==> config.mk <==
export PLATFORM = sky130hd
export DESIGN_NAME = fixed_timestep_frame_pacer_unit
export DESIGN_NICKNAME = d
export VERILOG_FILES = /design/src/rtl/core/ftfp_pkg.sv /design/src/rtl/core/fixed_timestep_frame_pacer_unit.sv /design/src/rtl/core/ftfp_ctrl.sv /design/src/rtl/core/ftfp_dp.sv
export SDC_FILE = /design/constraint.sdc
export NUM_CORES = 1
export LEC_CHECK = 0
export ABC_AREA = 1
export BUFFER_PORTS_ARGS = -buffer_cell sky130_fd_sc_hd__buf_2
export CELL_PAD_IN_SITES_DETAIL_PLACEMENT = 1
export CELL_PAD_IN_SITES_GLOBAL_PLACEMENT = 2
export CORE_ASPECT_RATIO = 1.4
export CORE_UTILIZATION = 39
export CTS_BUF_LIST = sky130_fd_sc_hd__clkbuf_16
export DETAILED_ROUTE_END_ITERATION = 12
export PLACE_DENSITY_LB_ADDON = 0.1
export SYNTH_ARGS = -nofsm -noshare
export SYNTH_HDL_FRONTEND = slang
export SYNTH_SLANG_ARGS = --single-unit
==> constraint.sdc <==
create_clock -name i_clk -period 12.4 [get_ports i_clk]
set_input_delay 1.86 -clock i_clk [delete_from_list [all_inputs] [get_ports i_clk]]
set_output_delay 1.86 -clock i_clk [all_outputs]
set_load 0.1 [all_outputs]
==> src/rtl/core/ftfp_pkg.sv <==
// shared types, constants and codes of the fixed-timestep frame pacer
package ftfp_pkg;

    localparam int TICK_W    = 24;
    localparam int BACKLOG_W = TICK_W + 1;
    localparam int LAG_W     = 16;
    localparam int TOTAL_W   = 64;
    localparam int CFG_IDX_W = 2;
    localparam int CFG_W     = TICK_W;

    localparam int DIV_STEPS = TICK_W;
    localparam int CNT_W     = $clog2(DIV_STEPS);

    localparam logic [BACKLOG_W-1:0] TICKS_PER_MS = BACKLOG_W'(10000);
    localparam logic [LAG_W-1:0]     SLOW_LAG_SET = LAG_W'(5);
    localparam logic [LAG_W-1:0]     LAG_MAX      = {LAG_W{1'b1}};

    localparam logic              RST_FIXED_MODE  = 1'b1;
    localparam logic [TICK_W-1:0] RST_STEP_PERIOD = TICK_W'(166667);
    localparam logic [TICK_W-1:0] RST_MAX_BACKLOG = TICK_W'(5000000);

    typedef enum logic [CFG_IDX_W-1:0] {
        CFG_FIXED_MODE  = 2'd0,
        CFG_STEP_PERIOD = 2'd1,
        CFG_MAX_BACKLOG = 2'd2
    } t_cfg_idx;

    typedef enum logic [2:0] {
        S_IDLE,
        S_CHECK,
        S_DIV,
        S_FIN,
        S_LAG,
        S_VAR,
        S_PUBLISH
    } t_state;

    typedef enum logic [2:0] {
        OP_NONE,
        OP_LOAD,
        OP_CHECK,
        OP_DIV_STEP,
        OP_FIN,
        OP_LAG,
        OP_VAR,
        OP_PUBLISH
    } t_op;

    typedef struct packed {
        logic waiting;
        logic fixed;
        logic do_div;
        logic div_last;
    } t_dp_stat;

    typedef struct packed {
        logic [TICK_W-1:0] elapsed;
        logic              exit_request;
        logic              suppress_draw;
    } t_in_item;

    typedef struct packed {
        logic               frame_done;
        logic [TICK_W-1:0]  step_count;
        logic [TICK_W-1:0]  frame_time;
        logic               running_slowly;
        logic               draw_frame;
        logic               stop_running;
        logic [TOTAL_W-1:0] total_time;
    } t_out_item;

endpackage

==> src/rtl/core/fixed_timestep_frame_pacer_unit.sv <==
// top level of the fixed-timestep frame pacer
//
//  channel  | handshake                          | payload
//  ---------+------------------------------------+--------------------------
//  input    | i_in_valid / o_in_stall            | i_in_data  (t_in_item)
//  result   | o_out_valid / i_out_stall          | o_out_data (t_out_item)
//  config   | i_cfg_we                           | i_cfg_idx, i_cfg_data
//
// one transaction at a time: a waiting answer goes check, publish; variable mode check,
// var, publish; fixed mode check, the 24-step restoring divider when it divides, fin,
// lag, publish. a new input is taken once the result is registered.
// reset is synchronous, clears the pacing state and loads the default config.
// a stalled result holds; the next transaction runs meanwhile and waits to publish.
module fixed_timestep_frame_pacer_unit (
    input  logic                           i_clk,
    input  logic                           i_rst_n,
    input  logic                           i_cfg_we,
    input  logic [ftfp_pkg::CFG_IDX_W-1:0] i_cfg_idx,
    input  logic [ftfp_pkg::CFG_W-1:0]     i_cfg_data,
    input  logic                           i_in_valid,
    output logic                           o_in_stall,
    input  ftfp_pkg::t_in_item             i_in_data,
    output logic                           o_out_valid,
    input  logic                           i_out_stall,
    output ftfp_pkg::t_out_item            o_out_data
);

    ftfp_pkg::t_op      w_op;
    ftfp_pkg::t_dp_stat w_stat;

    ftfp_ctrl u_ctrl (
        .i_clk       (i_clk),
        .i_rst_n     (i_rst_n),
        .i_in_valid  (i_in_valid),
        .i_out_stall (i_out_stall),
        .i_stat      (w_stat),
        .o_op        (w_op),
        .o_in_stall  (o_in_stall),
        .o_out_valid (o_out_valid)
    );

    ftfp_dp u_dp (
        .i_clk      (i_clk),
        .i_rst_n    (i_rst_n),
        .i_cfg_we   (i_cfg_we),
        .i_cfg_idx  (i_cfg_idx),
        .i_cfg_data (i_cfg_data),
        .i_op       (w_op),
        .i_in_data  (i_in_data),
        .o_stat     (w_stat),
        .o_out_data (o_out_data)
    );

    a_busy_after_accept: assert property (@(posedge i_clk) disable iff (!i_rst_n)
        (i_in_valid && !o_in_stall) |=> o_in_stall)
        else $error("input accepted while a transaction was not started");

    a_wait_has_no_steps: assert property (@(posedge i_clk) disable iff (!i_rst_n)
        (o_out_valid && !o_out_data.frame_done) |->
            (o_out_data.step_count == '0 && o_out_data.frame_time == '0))
        else $error("waiting result carries steps");

    a_draw_needs_frame: assert property (@(posedge i_clk) disable iff (!i_rst_n)
        (o_out_valid && (o_out_data.draw_frame || o_out_data.stop_running)) |->
            o_out_data.frame_done)
        else $error("draw or stop flagged on a waiting result");

endmodule

==> src/rtl/core/ftfp_ctrl.sv <==
// sequencing state machine of the frame pacer
module ftfp_ctrl (
    input  logic               i_clk,
    input  logic               i_rst_n,
    input  logic               i_in_valid,
    input  logic               i_out_stall,
    input  ftfp_pkg::t_dp_stat i_stat,
    output ftfp_pkg::t_op      o_op,
    output logic               o_in_stall,
    output logic               o_out_valid
);

    ftfp_pkg::t_state r_state, n_state;
    logic             r_out_valid, n_out_valid;
    logic             w_pub_ok;

    assign w_pub_ok = !r_out_valid || !i_out_stall;

    always_ff @(posedge i_clk) begin
        if (!i_rst_n) begin
            r_state     <= ftfp_pkg::S_IDLE;
            r_out_valid <= 1'b0;
        end else begin
            r_state     <= n_state;
            r_out_valid <= n_out_valid;
        end
    end

    always_comb begin
        n_state = r_state;
        case (r_state)
            ftfp_pkg::S_IDLE: begin
                if (i_in_valid) n_state = ftfp_pkg::S_CHECK;
            end
            ftfp_pkg::S_CHECK: begin
                if (i_stat.waiting)     n_state = ftfp_pkg::S_PUBLISH;
                else if (!i_stat.fixed) n_state = ftfp_pkg::S_VAR;
                else if (i_stat.do_div) n_state = ftfp_pkg::S_DIV;
                else                    n_state = ftfp_pkg::S_FIN;
            end
            ftfp_pkg::S_DIV: begin
                if (i_stat.div_last) n_state = ftfp_pkg::S_FIN;
            end
            ftfp_pkg::S_FIN:     n_state = ftfp_pkg::S_LAG;
            ftfp_pkg::S_LAG:     n_state = ftfp_pkg::S_PUBLISH;
            ftfp_pkg::S_VAR:     n_state = ftfp_pkg::S_PUBLISH;
            ftfp_pkg::S_PUBLISH: begin
                if (w_pub_ok) n_state = ftfp_pkg::S_IDLE;
            end
            default:             n_state = ftfp_pkg::S_IDLE;
        endcase
    end

    always_comb begin
        o_op        = ftfp_pkg::OP_NONE;
        n_out_valid = r_out_valid && i_out_stall;
        case (r_state)
            ftfp_pkg::S_IDLE: begin
                if (i_in_valid) o_op = ftfp_pkg::OP_LOAD;
            end
            ftfp_pkg::S_CHECK: o_op = ftfp_pkg::OP_CHECK;
            ftfp_pkg::S_DIV:   o_op = ftfp_pkg::OP_DIV_STEP;
            ftfp_pkg::S_FIN:   o_op = ftfp_pkg::OP_FIN;
            ftfp_pkg::S_LAG:   o_op = ftfp_pkg::OP_LAG;
            ftfp_pkg::S_VAR:   o_op = ftfp_pkg::OP_VAR;
            ftfp_pkg::S_PUBLISH: begin
                if (w_pub_ok) begin
                    o_op        = ftfp_pkg::OP_PUBLISH;
                    n_out_valid = 1'b1;
                end
            end
            default: o_op = ftfp_pkg::OP_NONE;
        endcase
    end

    assign o_in_stall  = (r_state != ftfp_pkg::S_IDLE);
    assign o_out_valid = r_out_valid;

endmodule

==> src/rtl/core/ftfp_dp.sv <==
// datapath of the frame pacer: config, backlog, step divider, lag and totals
module ftfp_dp (
    input  logic                               i_clk,
    input  logic                               i_rst_n,
    input  logic                               i_cfg_we,
    input  logic [ftfp_pkg::CFG_IDX_W-1:0]     i_cfg_idx,
    input  logic [ftfp_pkg::CFG_W-1:0]         i_cfg_data,
    input  ftfp_pkg::t_op                      i_op,
    input  ftfp_pkg::t_in_item                 i_in_data,
    output ftfp_pkg::t_dp_stat                 o_stat,
    output ftfp_pkg::t_out_item                o_out_data
);

    localparam int TW = ftfp_pkg::TICK_W;
    localparam int BW = ftfp_pkg::BACKLOG_W;
    localparam int LW = ftfp_pkg::LAG_W;

    // config
    logic                          r_fixed;
    logic [TW-1:0]                 r_period;
    logic [TW-1:0]                 r_max;
    // state
    logic [BW-1:0]                 r_backlog;
    logic [ftfp_pkg::TOTAL_W-1:0]  r_total;
    logic [LW-1:0]                 r_lag;
    logic                          r_slow;
    // per transaction
    logic                          r_exit;
    logic                          r_supp;
    logic                          r_done;
    logic [TW-1:0]                 r_steps;
    logic [TW-1:0]                 r_ftime;
    logic [TW-1:0]                 r_quot;
    logic [BW-1:0]                 r_rem;
    logic [ftfp_pkg::CNT_W-1:0]    r_cnt;
    ftfp_pkg::t_out_item           r_out;

    logic [BW:0]   w_diff;
    logic          w_waiting;
    logic [BW-1:0] w_clamped;
    logic [BW-1:0] w_trial;
    logic          w_ge;
    logic [TW-1:0] w_extra;
    logic [BW-1:0] w_lag_sum;
    logic [LW-1:0] w_lag_sat;

    // in fixed mode, wait when the backlog is a millisecond or more short of one step
    assign w_diff    = {2'b00, r_period} - {1'b0, r_backlog};
    assign w_waiting = r_fixed && !w_diff[BW] && (w_diff[BW-1:0] >= ftfp_pkg::TICKS_PER_MS);
    assign w_clamped = (r_backlog > {1'b0, r_max}) ? {1'b0, r_max} : r_backlog;

    // one restoring division step
    assign w_trial = {r_rem[TW-1:0], r_quot[TW-1]};
    assign w_ge    = (w_trial >= {1'b0, r_period});

    assign w_extra   = (r_quot == '0) ? '0 : r_quot - TW'(1);
    assign w_lag_sum = {1'b0, w_extra} + BW'(r_lag);
    assign w_lag_sat = (w_lag_sum > BW'(ftfp_pkg::LAG_MAX)) ? ftfp_pkg::LAG_MAX
                                                            : w_lag_sum[LW-1:0];

    assign o_stat.waiting  = w_waiting;
    assign o_stat.fixed    = r_fixed;
    assign o_stat.do_div   = !r_exit && (r_period != '0);
    assign o_stat.div_last = (r_cnt == ftfp_pkg::CNT_W'(ftfp_pkg::DIV_STEPS - 1));

    always_ff @(posedge i_clk) begin
        if (!i_rst_n) begin
            r_fixed  <= ftfp_pkg::RST_FIXED_MODE;
            r_period <= ftfp_pkg::RST_STEP_PERIOD;
            r_max    <= ftfp_pkg::RST_MAX_BACKLOG;
        end else if (i_cfg_we) begin
            case (i_cfg_idx)
                ftfp_pkg::CFG_FIXED_MODE:  r_fixed  <= i_cfg_data[0];
                ftfp_pkg::CFG_STEP_PERIOD: r_period <= i_cfg_data;
                ftfp_pkg::CFG_MAX_BACKLOG: r_max    <= i_cfg_data;
                default: ;
            endcase
        end
    end

    always_ff @(posedge i_clk) begin
        if (!i_rst_n) begin
            r_backlog <= '0;
            r_total   <= '0;
            r_lag     <= '0;
            r_slow    <= 1'b0;
            r_cnt     <= '0;
        end else begin
            case (i_op)
                ftfp_pkg::OP_LOAD: begin
                    r_backlog <= r_backlog + BW'(i_in_data.elapsed);
                end
                ftfp_pkg::OP_CHECK: begin
                    if (!w_waiting) r_backlog <= w_clamped;
                    r_cnt <= '0;
                end
                ftfp_pkg::OP_DIV_STEP: begin
                    r_cnt <= r_cnt + ftfp_pkg::CNT_W'(1);
                end
                ftfp_pkg::OP_FIN: begin
                    r_backlog <= r_rem;
                    r_lag     <= w_lag_sat;
                end
                ftfp_pkg::OP_LAG: begin
                    r_total <= r_total + ftfp_pkg::TOTAL_W'(r_ftime);
                    if (r_slow) begin
                        if (r_lag == '0) r_slow <= 1'b0;
                    end else if (r_lag >= ftfp_pkg::SLOW_LAG_SET) begin
                        r_slow <= 1'b1;
                    end
                    if (r_steps == TW'(1) && r_lag != '0) r_lag <= r_lag - LW'(1);
                end
                ftfp_pkg::OP_VAR: begin
                    r_total   <= r_total + ftfp_pkg::TOTAL_W'(r_backlog);
                    r_backlog <= '0;
                end
                default: ;
            endcase
        end
    end

    // payload registers
    always_ff @(posedge i_clk) begin
        case (i_op)
            ftfp_pkg::OP_LOAD: begin
                r_exit <= i_in_data.exit_request;
                r_supp <= i_in_data.suppress_draw;
            end
            ftfp_pkg::OP_CHECK: begin
                r_done  <= !w_waiting;
                r_steps <= '0;
                r_ftime <= '0;
                // without division the quotient is zero and the backlog stays
                if (r_exit || r_period == '0) begin
                    r_quot <= '0;
                    r_rem  <= w_clamped;
                end else begin
                    r_quot <= w_clamped[TW-1:0];
                    r_rem  <= '0;
                end
            end
            ftfp_pkg::OP_DIV_STEP: begin
                r_rem  <= w_ge ? w_trial - {1'b0, r_period} : w_trial;
                r_quot <= {r_quot[TW-2:0], w_ge};
            end
            ftfp_pkg::OP_FIN: begin
                r_steps <= r_quot;
                r_ftime <= r_backlog[TW-1:0] - r_rem[TW-1:0];
            end
            ftfp_pkg::OP_VAR: begin
                r_steps <= TW'(1);
                r_ftime <= r_backlog[TW-1:0];
            end
            ftfp_pkg::OP_PUBLISH: begin
                r_out.frame_done     <= r_done;
                r_out.step_count     <= r_steps;
                r_out.frame_time     <= r_ftime;
                r_out.running_slowly <= r_slow;
                r_out.draw_frame     <= r_done && !r_supp;
                r_out.stop_running   <= r_done && r_exit;
                r_out.total_time     <= r_total;
            end
            default: ;
        endcase
    end

    assign o_out_data = r_out;

endmodule

### Word-level counts from Yosys, hierarchy flattened

Index checks and enable logic that the tools add are counted.

| operators by class | value |
|---|---|
| add/sub/neg operators | 10 |
| order comparisons | 5 |
| equality and inequality tests | 22 |
| muxes and demuxes | 31 |
| reductions and logical operators | 35 |

Operators with widths:

| operator | number |
|---|---|
| 24-bit case mux with 3 select lines | 2 |
| 64-bit case mux with 2 select lines | 1 |
| 25-bit 2-to-1 mux | 4 |
| 25-bit case mux with 4 select lines | 1 |
| 64-bit by 24-bit adder with 64-bit output | 1 |
| 64-bit by 25-bit adder with 64-bit output | 1 |
| 25-bit case mux with 2 select lines | 1 |
| 24-bit logical NOT | 2 |
| 24-bit 2-to-1 mux | 2 |
| 24-bit case mux with 2 select lines | 1 |
| 16-bit 2-to-1 mux | 2 |
| 16-bit case mux with 2 select lines | 1 |
| 24-bit by 25-bit subtractor with 26-bit output | 1 |
| 24-bit by 16-bit adder with 25-bit output | 1 |
| 25-bit by 24-bit adder with 25-bit output | 1 |
| 25-bit by 14-bit >= comparator with 1-bit output (second input constant) | 1 |
| 25-bit by 24-bit >= comparator with 1-bit output | 1 |
| 25-bit by 16-bit greater-than comparator with 1-bit output (second input constant) | 1 |
| 25-bit by 24-bit greater-than comparator with 1-bit output | 1 |
| 25-bit by 24-bit subtractor with 25-bit output | 1 |
| 24-bit by 1-bit equality test with 1-bit output (second input constant) | 1 |
| 24-bit nonzero test | 1 |
| 24-bit by 1-bit subtractor with 24-bit output (second input constant) | 1 |
| 24-bit subtractor | 1 |
| other kinds (29) | 72 |

| storage, ports and cells | value |
|---|---|
| bits in registers | 380 |
| input bits | 57 |
| output and inout port bits | 118 |
| word-level logic and storage cells | 127 |

### Logic depth before layout (Yosys ltp)

| logic depth | value |
|---|---|
| depth in word-level cells | 7 |
| gate-level depth with buffers | 28 |

### Hierarchy

A second synthesis with hierarchy kept.

| second synthesis, totals | value |
|---|---|
| cells, all modules | 3429 |
| area total of the unflattened synthesis | 25595.8 µm² |

By module, submodules not included:

| module | times used | cells each | area each (µm²) |
|---|---|---|---|
| ftfp_dp | 1 | 3378 | 25305.5 |
| ftfp_ctrl | 1 | 51 | 290.3 |

### Least setup slack after synthesis

OpenSTA, ideal clock, no wires.

| path | value |
|---|---|
| kind | input-to-reg |
| start | in i_out_stall |
| end | reg u_dp.r_out (netlist bit u_dp.o_out_data[0]), enable pin |
| arrival time | 6.819 ns |
| path slack | 4.989 ns |
| stages | 3 |
| cell sequence | nand2_1 > inv_1 > nor2_1 |

| between the ends | value |
|---|---|
| cells in the longest elaborated chain, start to end | 5 |

RTL lines:

| what | RTL line | text |
|---|---|---|
| from (decl) | fixed_timestep_frame_pacer_unit.sv:24 | `input logic i_out_stall,` |
| 1-bit logical NOT | ftfp_ctrl.sv:17 | `assign w_pub_ok = !r_out_valid \|\| !i_out_stall;` |
| 1-bit logical OR | ftfp_ctrl.sv:17 |  |
| 3-bit 2-to-1 mux | ftfp_ctrl.sv:67 | `if (w_pub_ok) begin` |
| 3-bit case mux with 7 select lines | ftfp_ctrl.sv:57 | `case (r_state)` |
| 3-bit equality test | ftfp_dp.sv:124 | `case (i_op)` |
| to (decl) | ftfp_dp.sv:36 | `ftfp_pkg::t_out_item r_out;` |

No other way between the ends.
A chain may end at the register's enable or synchronous reset.

### Worst setup path after layout

| path | value |
|---|---|
| start | reg u_ctrl.r_state[0] |
| end | reg u_dp.r_total[63] (netlist name) |

| between the ends | value |
|---|---|
| cells in the longest elaborated chain, start to end | 4 |
| elaborated cells between the ends (all ways) | 12 |
| those cells by class | eq/ne (8); mux (2); reduce/logical (2) |

RTL lines:

| what | RTL line | text |
|---|---|---|
| from (decl) | ftfp_ctrl.sv:13 | `ftfp_pkg::t_state r_state, n_state;` |
| from (signal assigned) | ftfp_ctrl.sv:21 | `r_state <= ftfp_pkg::S_IDLE;` |
| from (signal assigned) | ftfp_ctrl.sv:24 | `r_state <= n_state;` |
| 3-bit equality test (tied with other cells) | ftfp_ctrl.sv:57 |  |
| 3-bit case mux with 7 select lines (*) | ftfp_ctrl.sv:57 |  |
| 3-bit equality test | ftfp_dp.sv:89 | `case (i_op)` |
| 64-bit case mux with 2 select lines / 2-bit nonzero test (equally long branches) | n/a |  |
| to (signal assigned) | ftfp_dp.sv:105 | `r_total <= r_total + ftfp_pkg::TOTAL_W'(r_ftime);` |
| to (signal assigned) | ftfp_dp.sv:114 | `r_total <= r_total + ftfp_pkg::TOTAL_W'(r_backlog);` |
| to (decl) | ftfp_dp.sv:24 | `logic [ftfp_pkg::TOTAL_W-1:0] r_total;` |

Mark *: on every way between the ends. The rest lies on a longest branch, timed or not.

==> results.tsv <==
metric	value	unit
areaGrowthSynthToFinish	12.11	%
vdd_drop_max	0.1519	mV
die_area	65620	um^2
syn_area	25190	um^2
avgSynthCellArea	7.509	um^2
grt.total_usage	0.2969	
static-leakage-power	12.68	nW
finalMaxSlewViolations	0	
post-place-cells	4299	
dr.pass1.iters	5	
relSlewSlack	0.3272	
initial_core_util	0.3963	
synth_ff_type	edfxtp_1	
max_freq	0.1992	GHz
cp_slowest_cell	o21ai_0	
synth_edf_count	216	
fin_ws	7.379	ns
ios	175	
num_vias	24040	
drt-initial-drc-count	1383	
final_area	28240	um^2
layout-drive-gt1-share	0.09399	
cts_tree	yes	
min_period	5.021	ns
hold_buffers	0	
die_h	302.7	um
ys_ff_latch	380	
antenna_found_initial	1	
setup_viol	0	
cp_top_family	compound AO/OA/AOI/OAI gates	
final_cells	4377	
overflow	0	
cts_setup_buffers	0	
critPathMaxStageDelay	0.63	ns
fin_skew	0.01415	ns
viasPerCell	5.492	
ant_nets	0	
worstPathCellList	inv_1, nor2_1, inv_1, nor2_1, inv_2, buf_4, o21ai_0, ha_1, nand3_1, nand2_1, a21oi_1, o21ai_1, a21oi_1, o21ai_2, nand2_1, nor2_1, nand4_1, o21bai_1, nand2_1, a21oi_1	
cts_resized	0	
drt-total-wl	97030	um
core_area	63550	um^2
yosys-top-cells-area	edfxtp_1 26%, dfxtp_1 13%, nand2_1 11%, ha_1 8.2%, inv_1 6.7%	
synthesis.nets	3582	
grt_setup_unrepaired	false	
cp-end-kind	flop	
grt_pass1_vias	25090	
cp.buffers_inverters	4	
final_net_count	3738	
async_reset_ff_frac	0	
grt_max_degree	78	
hp-class	flop to flop	
finalPower	7.252	mW
clk_pin_slew	0.06	ns
setup-tns-final	0	ns
cap_violations	0	
worstSetupStartpointType	flop	
wl_per_cell	22.17	um
hold_violations	0	
worstMarginPinSlew	1.006	ns
grt_pass1_wl	148500	um
ys_types	55	
criticalPathCategory	flop to flop	
yosysSeqAreaShare	0.3879	
rows	109	
cts_inserted_buffers	41	
cts_buffer_depth	3	
crit_arrival	5.54	ns
io_buffers	174	
yosysWarnings	0	
post-dp-hpwl	78530	um
fillCellCount	7993	
cts_sinks	380	
yosysTopAreaCell	edfxtp_1	
power_density	256.8	nW/um^2
fin_crit_sh	0.4049	
route.detailed.drc	0	
clock_latency	0.59	ns
path_max_fanout	64	
dpl-instance-area	26930	um^2
syn_inst	3354	
root_buffer	clkbuf_16	
status	completed	
gp_congestion	0.9126	
ctsHtreeMaxLevel	2	
post-place-ws	7.439	ns
die_width	216.8	um
required	12.92	ns
synth_top_area_frac	0.2575	
==> state kept, by name, indices dropped and copies added (netlist names), 5 cells and up <==
register         count
u_dp.r_steps        24
u_dp.r_quot         24
u_dp.r_rem          25
u_dp.r_total        64
u_dp.r_cnt           5
u_dp.r_lag          16
u_dp.r_backlog      25
u_dp.r_max          24
u_dp.r_ftime        24
u_dp.r_period       24
u_dp.o_out_data    116
==> cell type report <==
class,instances,area [um^2],share of cell area
Sequential cell,380,9769,0.3460
Clock inverter,35,272.8,0.009660
Inverter,463,1738,0.06155
Multi-Input combinational cell,2428,13350,0.4727
Antenna cell,2,5.005,0.0001772
Clock buffer,41,1026,0.03633
Timing Repair Buffer,196,1039,0.03678
Tap cell,832,1041,0.03687
==> cell usage in the layout, fill, tap and decap left out, types with 20 or more instances in the layout <==
cell / count
inv_1: 458
o22ai_1: 38
xor2_1: 58
nor3_1: 50
a21oi_1: 289
nand3b_1: 30
nor2_1: 324
o21ai_0: 278
nor4_1: 20
xnor2_1: 35
edfxtp_1: 216
o211ai_1: 39
nand4_1: 53
dfxtp_1: 164
buf_4: 23
nand3_1: 165
buf_2: 173
clkbuf_16: 41
ha_1: 165
nand2_1: 709
==> worst reg2reg max path, cell delays in order, from the launching register on <==
cell and delay (ns):
dfxtp_1 0.40, inv_1 0.11, nor2_1 0.13, inv_1 0.07, nor2_1 0.50, inv_2 0.05
buf_4 0.30, o21ai_0 0.68, ha_1 0.23, nand3_1 0.07, nand2_1 0.13, a21oi_1 0.13
o21ai_1 0.27, a21oi_1 0.21, o21ai_2 0.32, nand2_1 0.19, nor2_1 0.45, nand4_1 0.29
o21bai_1 0.21, nand2_1 0.07, a21oi_1 0.13
==> synth_stat cells, types with 3 or more instances <==
cell type and instances:
and2_1 4, o221ai_1 3, or2_2 7, nand2_1 710, nor4_1 20, a21oi_1 289, o211ai_1 39, a211oi_1 4
o21ai_0 278, dfxtp_1 164, nor3b_1 3, xor2_1 58, nor2_2 11, nor3_1 50, a21boi_0 11, o22ai_1 38
o31ai_1 3, o21ai_1 3, buf_2 10, nand3b_1 30, edfxtp_1 216, a21o_1 10, nand3_1 165, nor2_4 11
inv_2 7, a22oi_1 5, nand3_2 16, o21a_1 16, ha_1 165, clkinv_1 5, nand4_1 53, inv_1 451
clkbuf_1 66, nor2_1 325, xnor2_1 35, nand2_2 12, buf_6 4, o21bai_1 16, fa_1 6, a31oi_1 13
buf_1 3
==> per-layer routing <==
layer	GRT usage	vias to the layer above	share of wire
met5	0	-	0
met1	0.3391	11700	0.40
met3	0.02897	197	0.033
li1	-	11620	-
met4	0.1501	0	0.054
met2	0.5482	528	0.51
==> path summary, 6_finish.rpt <==
path,from,endpoint,slack [ns],depth (start not counted)
max,u_ctrl.r_state[0],u_dp.r_total[63],7.38,20
min,u_dp.r_total[43],u_dp.o_out_data[43],0.44,0
max reg2reg,u_ctrl.r_state[0],u_dp.r_total[63],7.38,20
min reg2reg,u_dp.r_total[43],u_dp.o_out_data[43],0.44,0
==> per-stage QoR <==
stage               hold WS [ns]  utilization
floorplan                 0.4082            -
finish                    0.4363       0.4443
detailed placement        0.4267       0.4238
global placement          0.4162       0.4238
global route              0.4564       0.4442
CTS                       0.4419       0.4442
==> cells by family (layout without fill, tap and decap cells) <==
| logic type | after synthesis | after routing | synth area share |
|---|---|---|---|
| other | 0 | 2 | 0 |
| AND/OR/NAND/NOR | 1426 | 1426 | 0.2484 |
| XOR/XNOR | 93 | 93 | 0.03234 |
| AO/OA/AOI/OAI | 738 | 738 | 0.1616 |
| adder cells (fa/ha/maj) | 171 | 171 | 0.08674 |
| buffers and inverters | 546 | 735 | 0.08306 |
| flip-flops | 380 | 380 | 0.3879 |
==> where the power goes <==
| part | switching [mW] | internal, mW | total [mW] |
|---|---|---|---|
| sequential | 0.318 | 1.71 | 2.03 |
| combinational | 2.82 | 1.17 | 3.99 |
| clock | 0.560 | 0.670 | 1.23 |
Note: power is estimated with default switching activity, not from simulation.
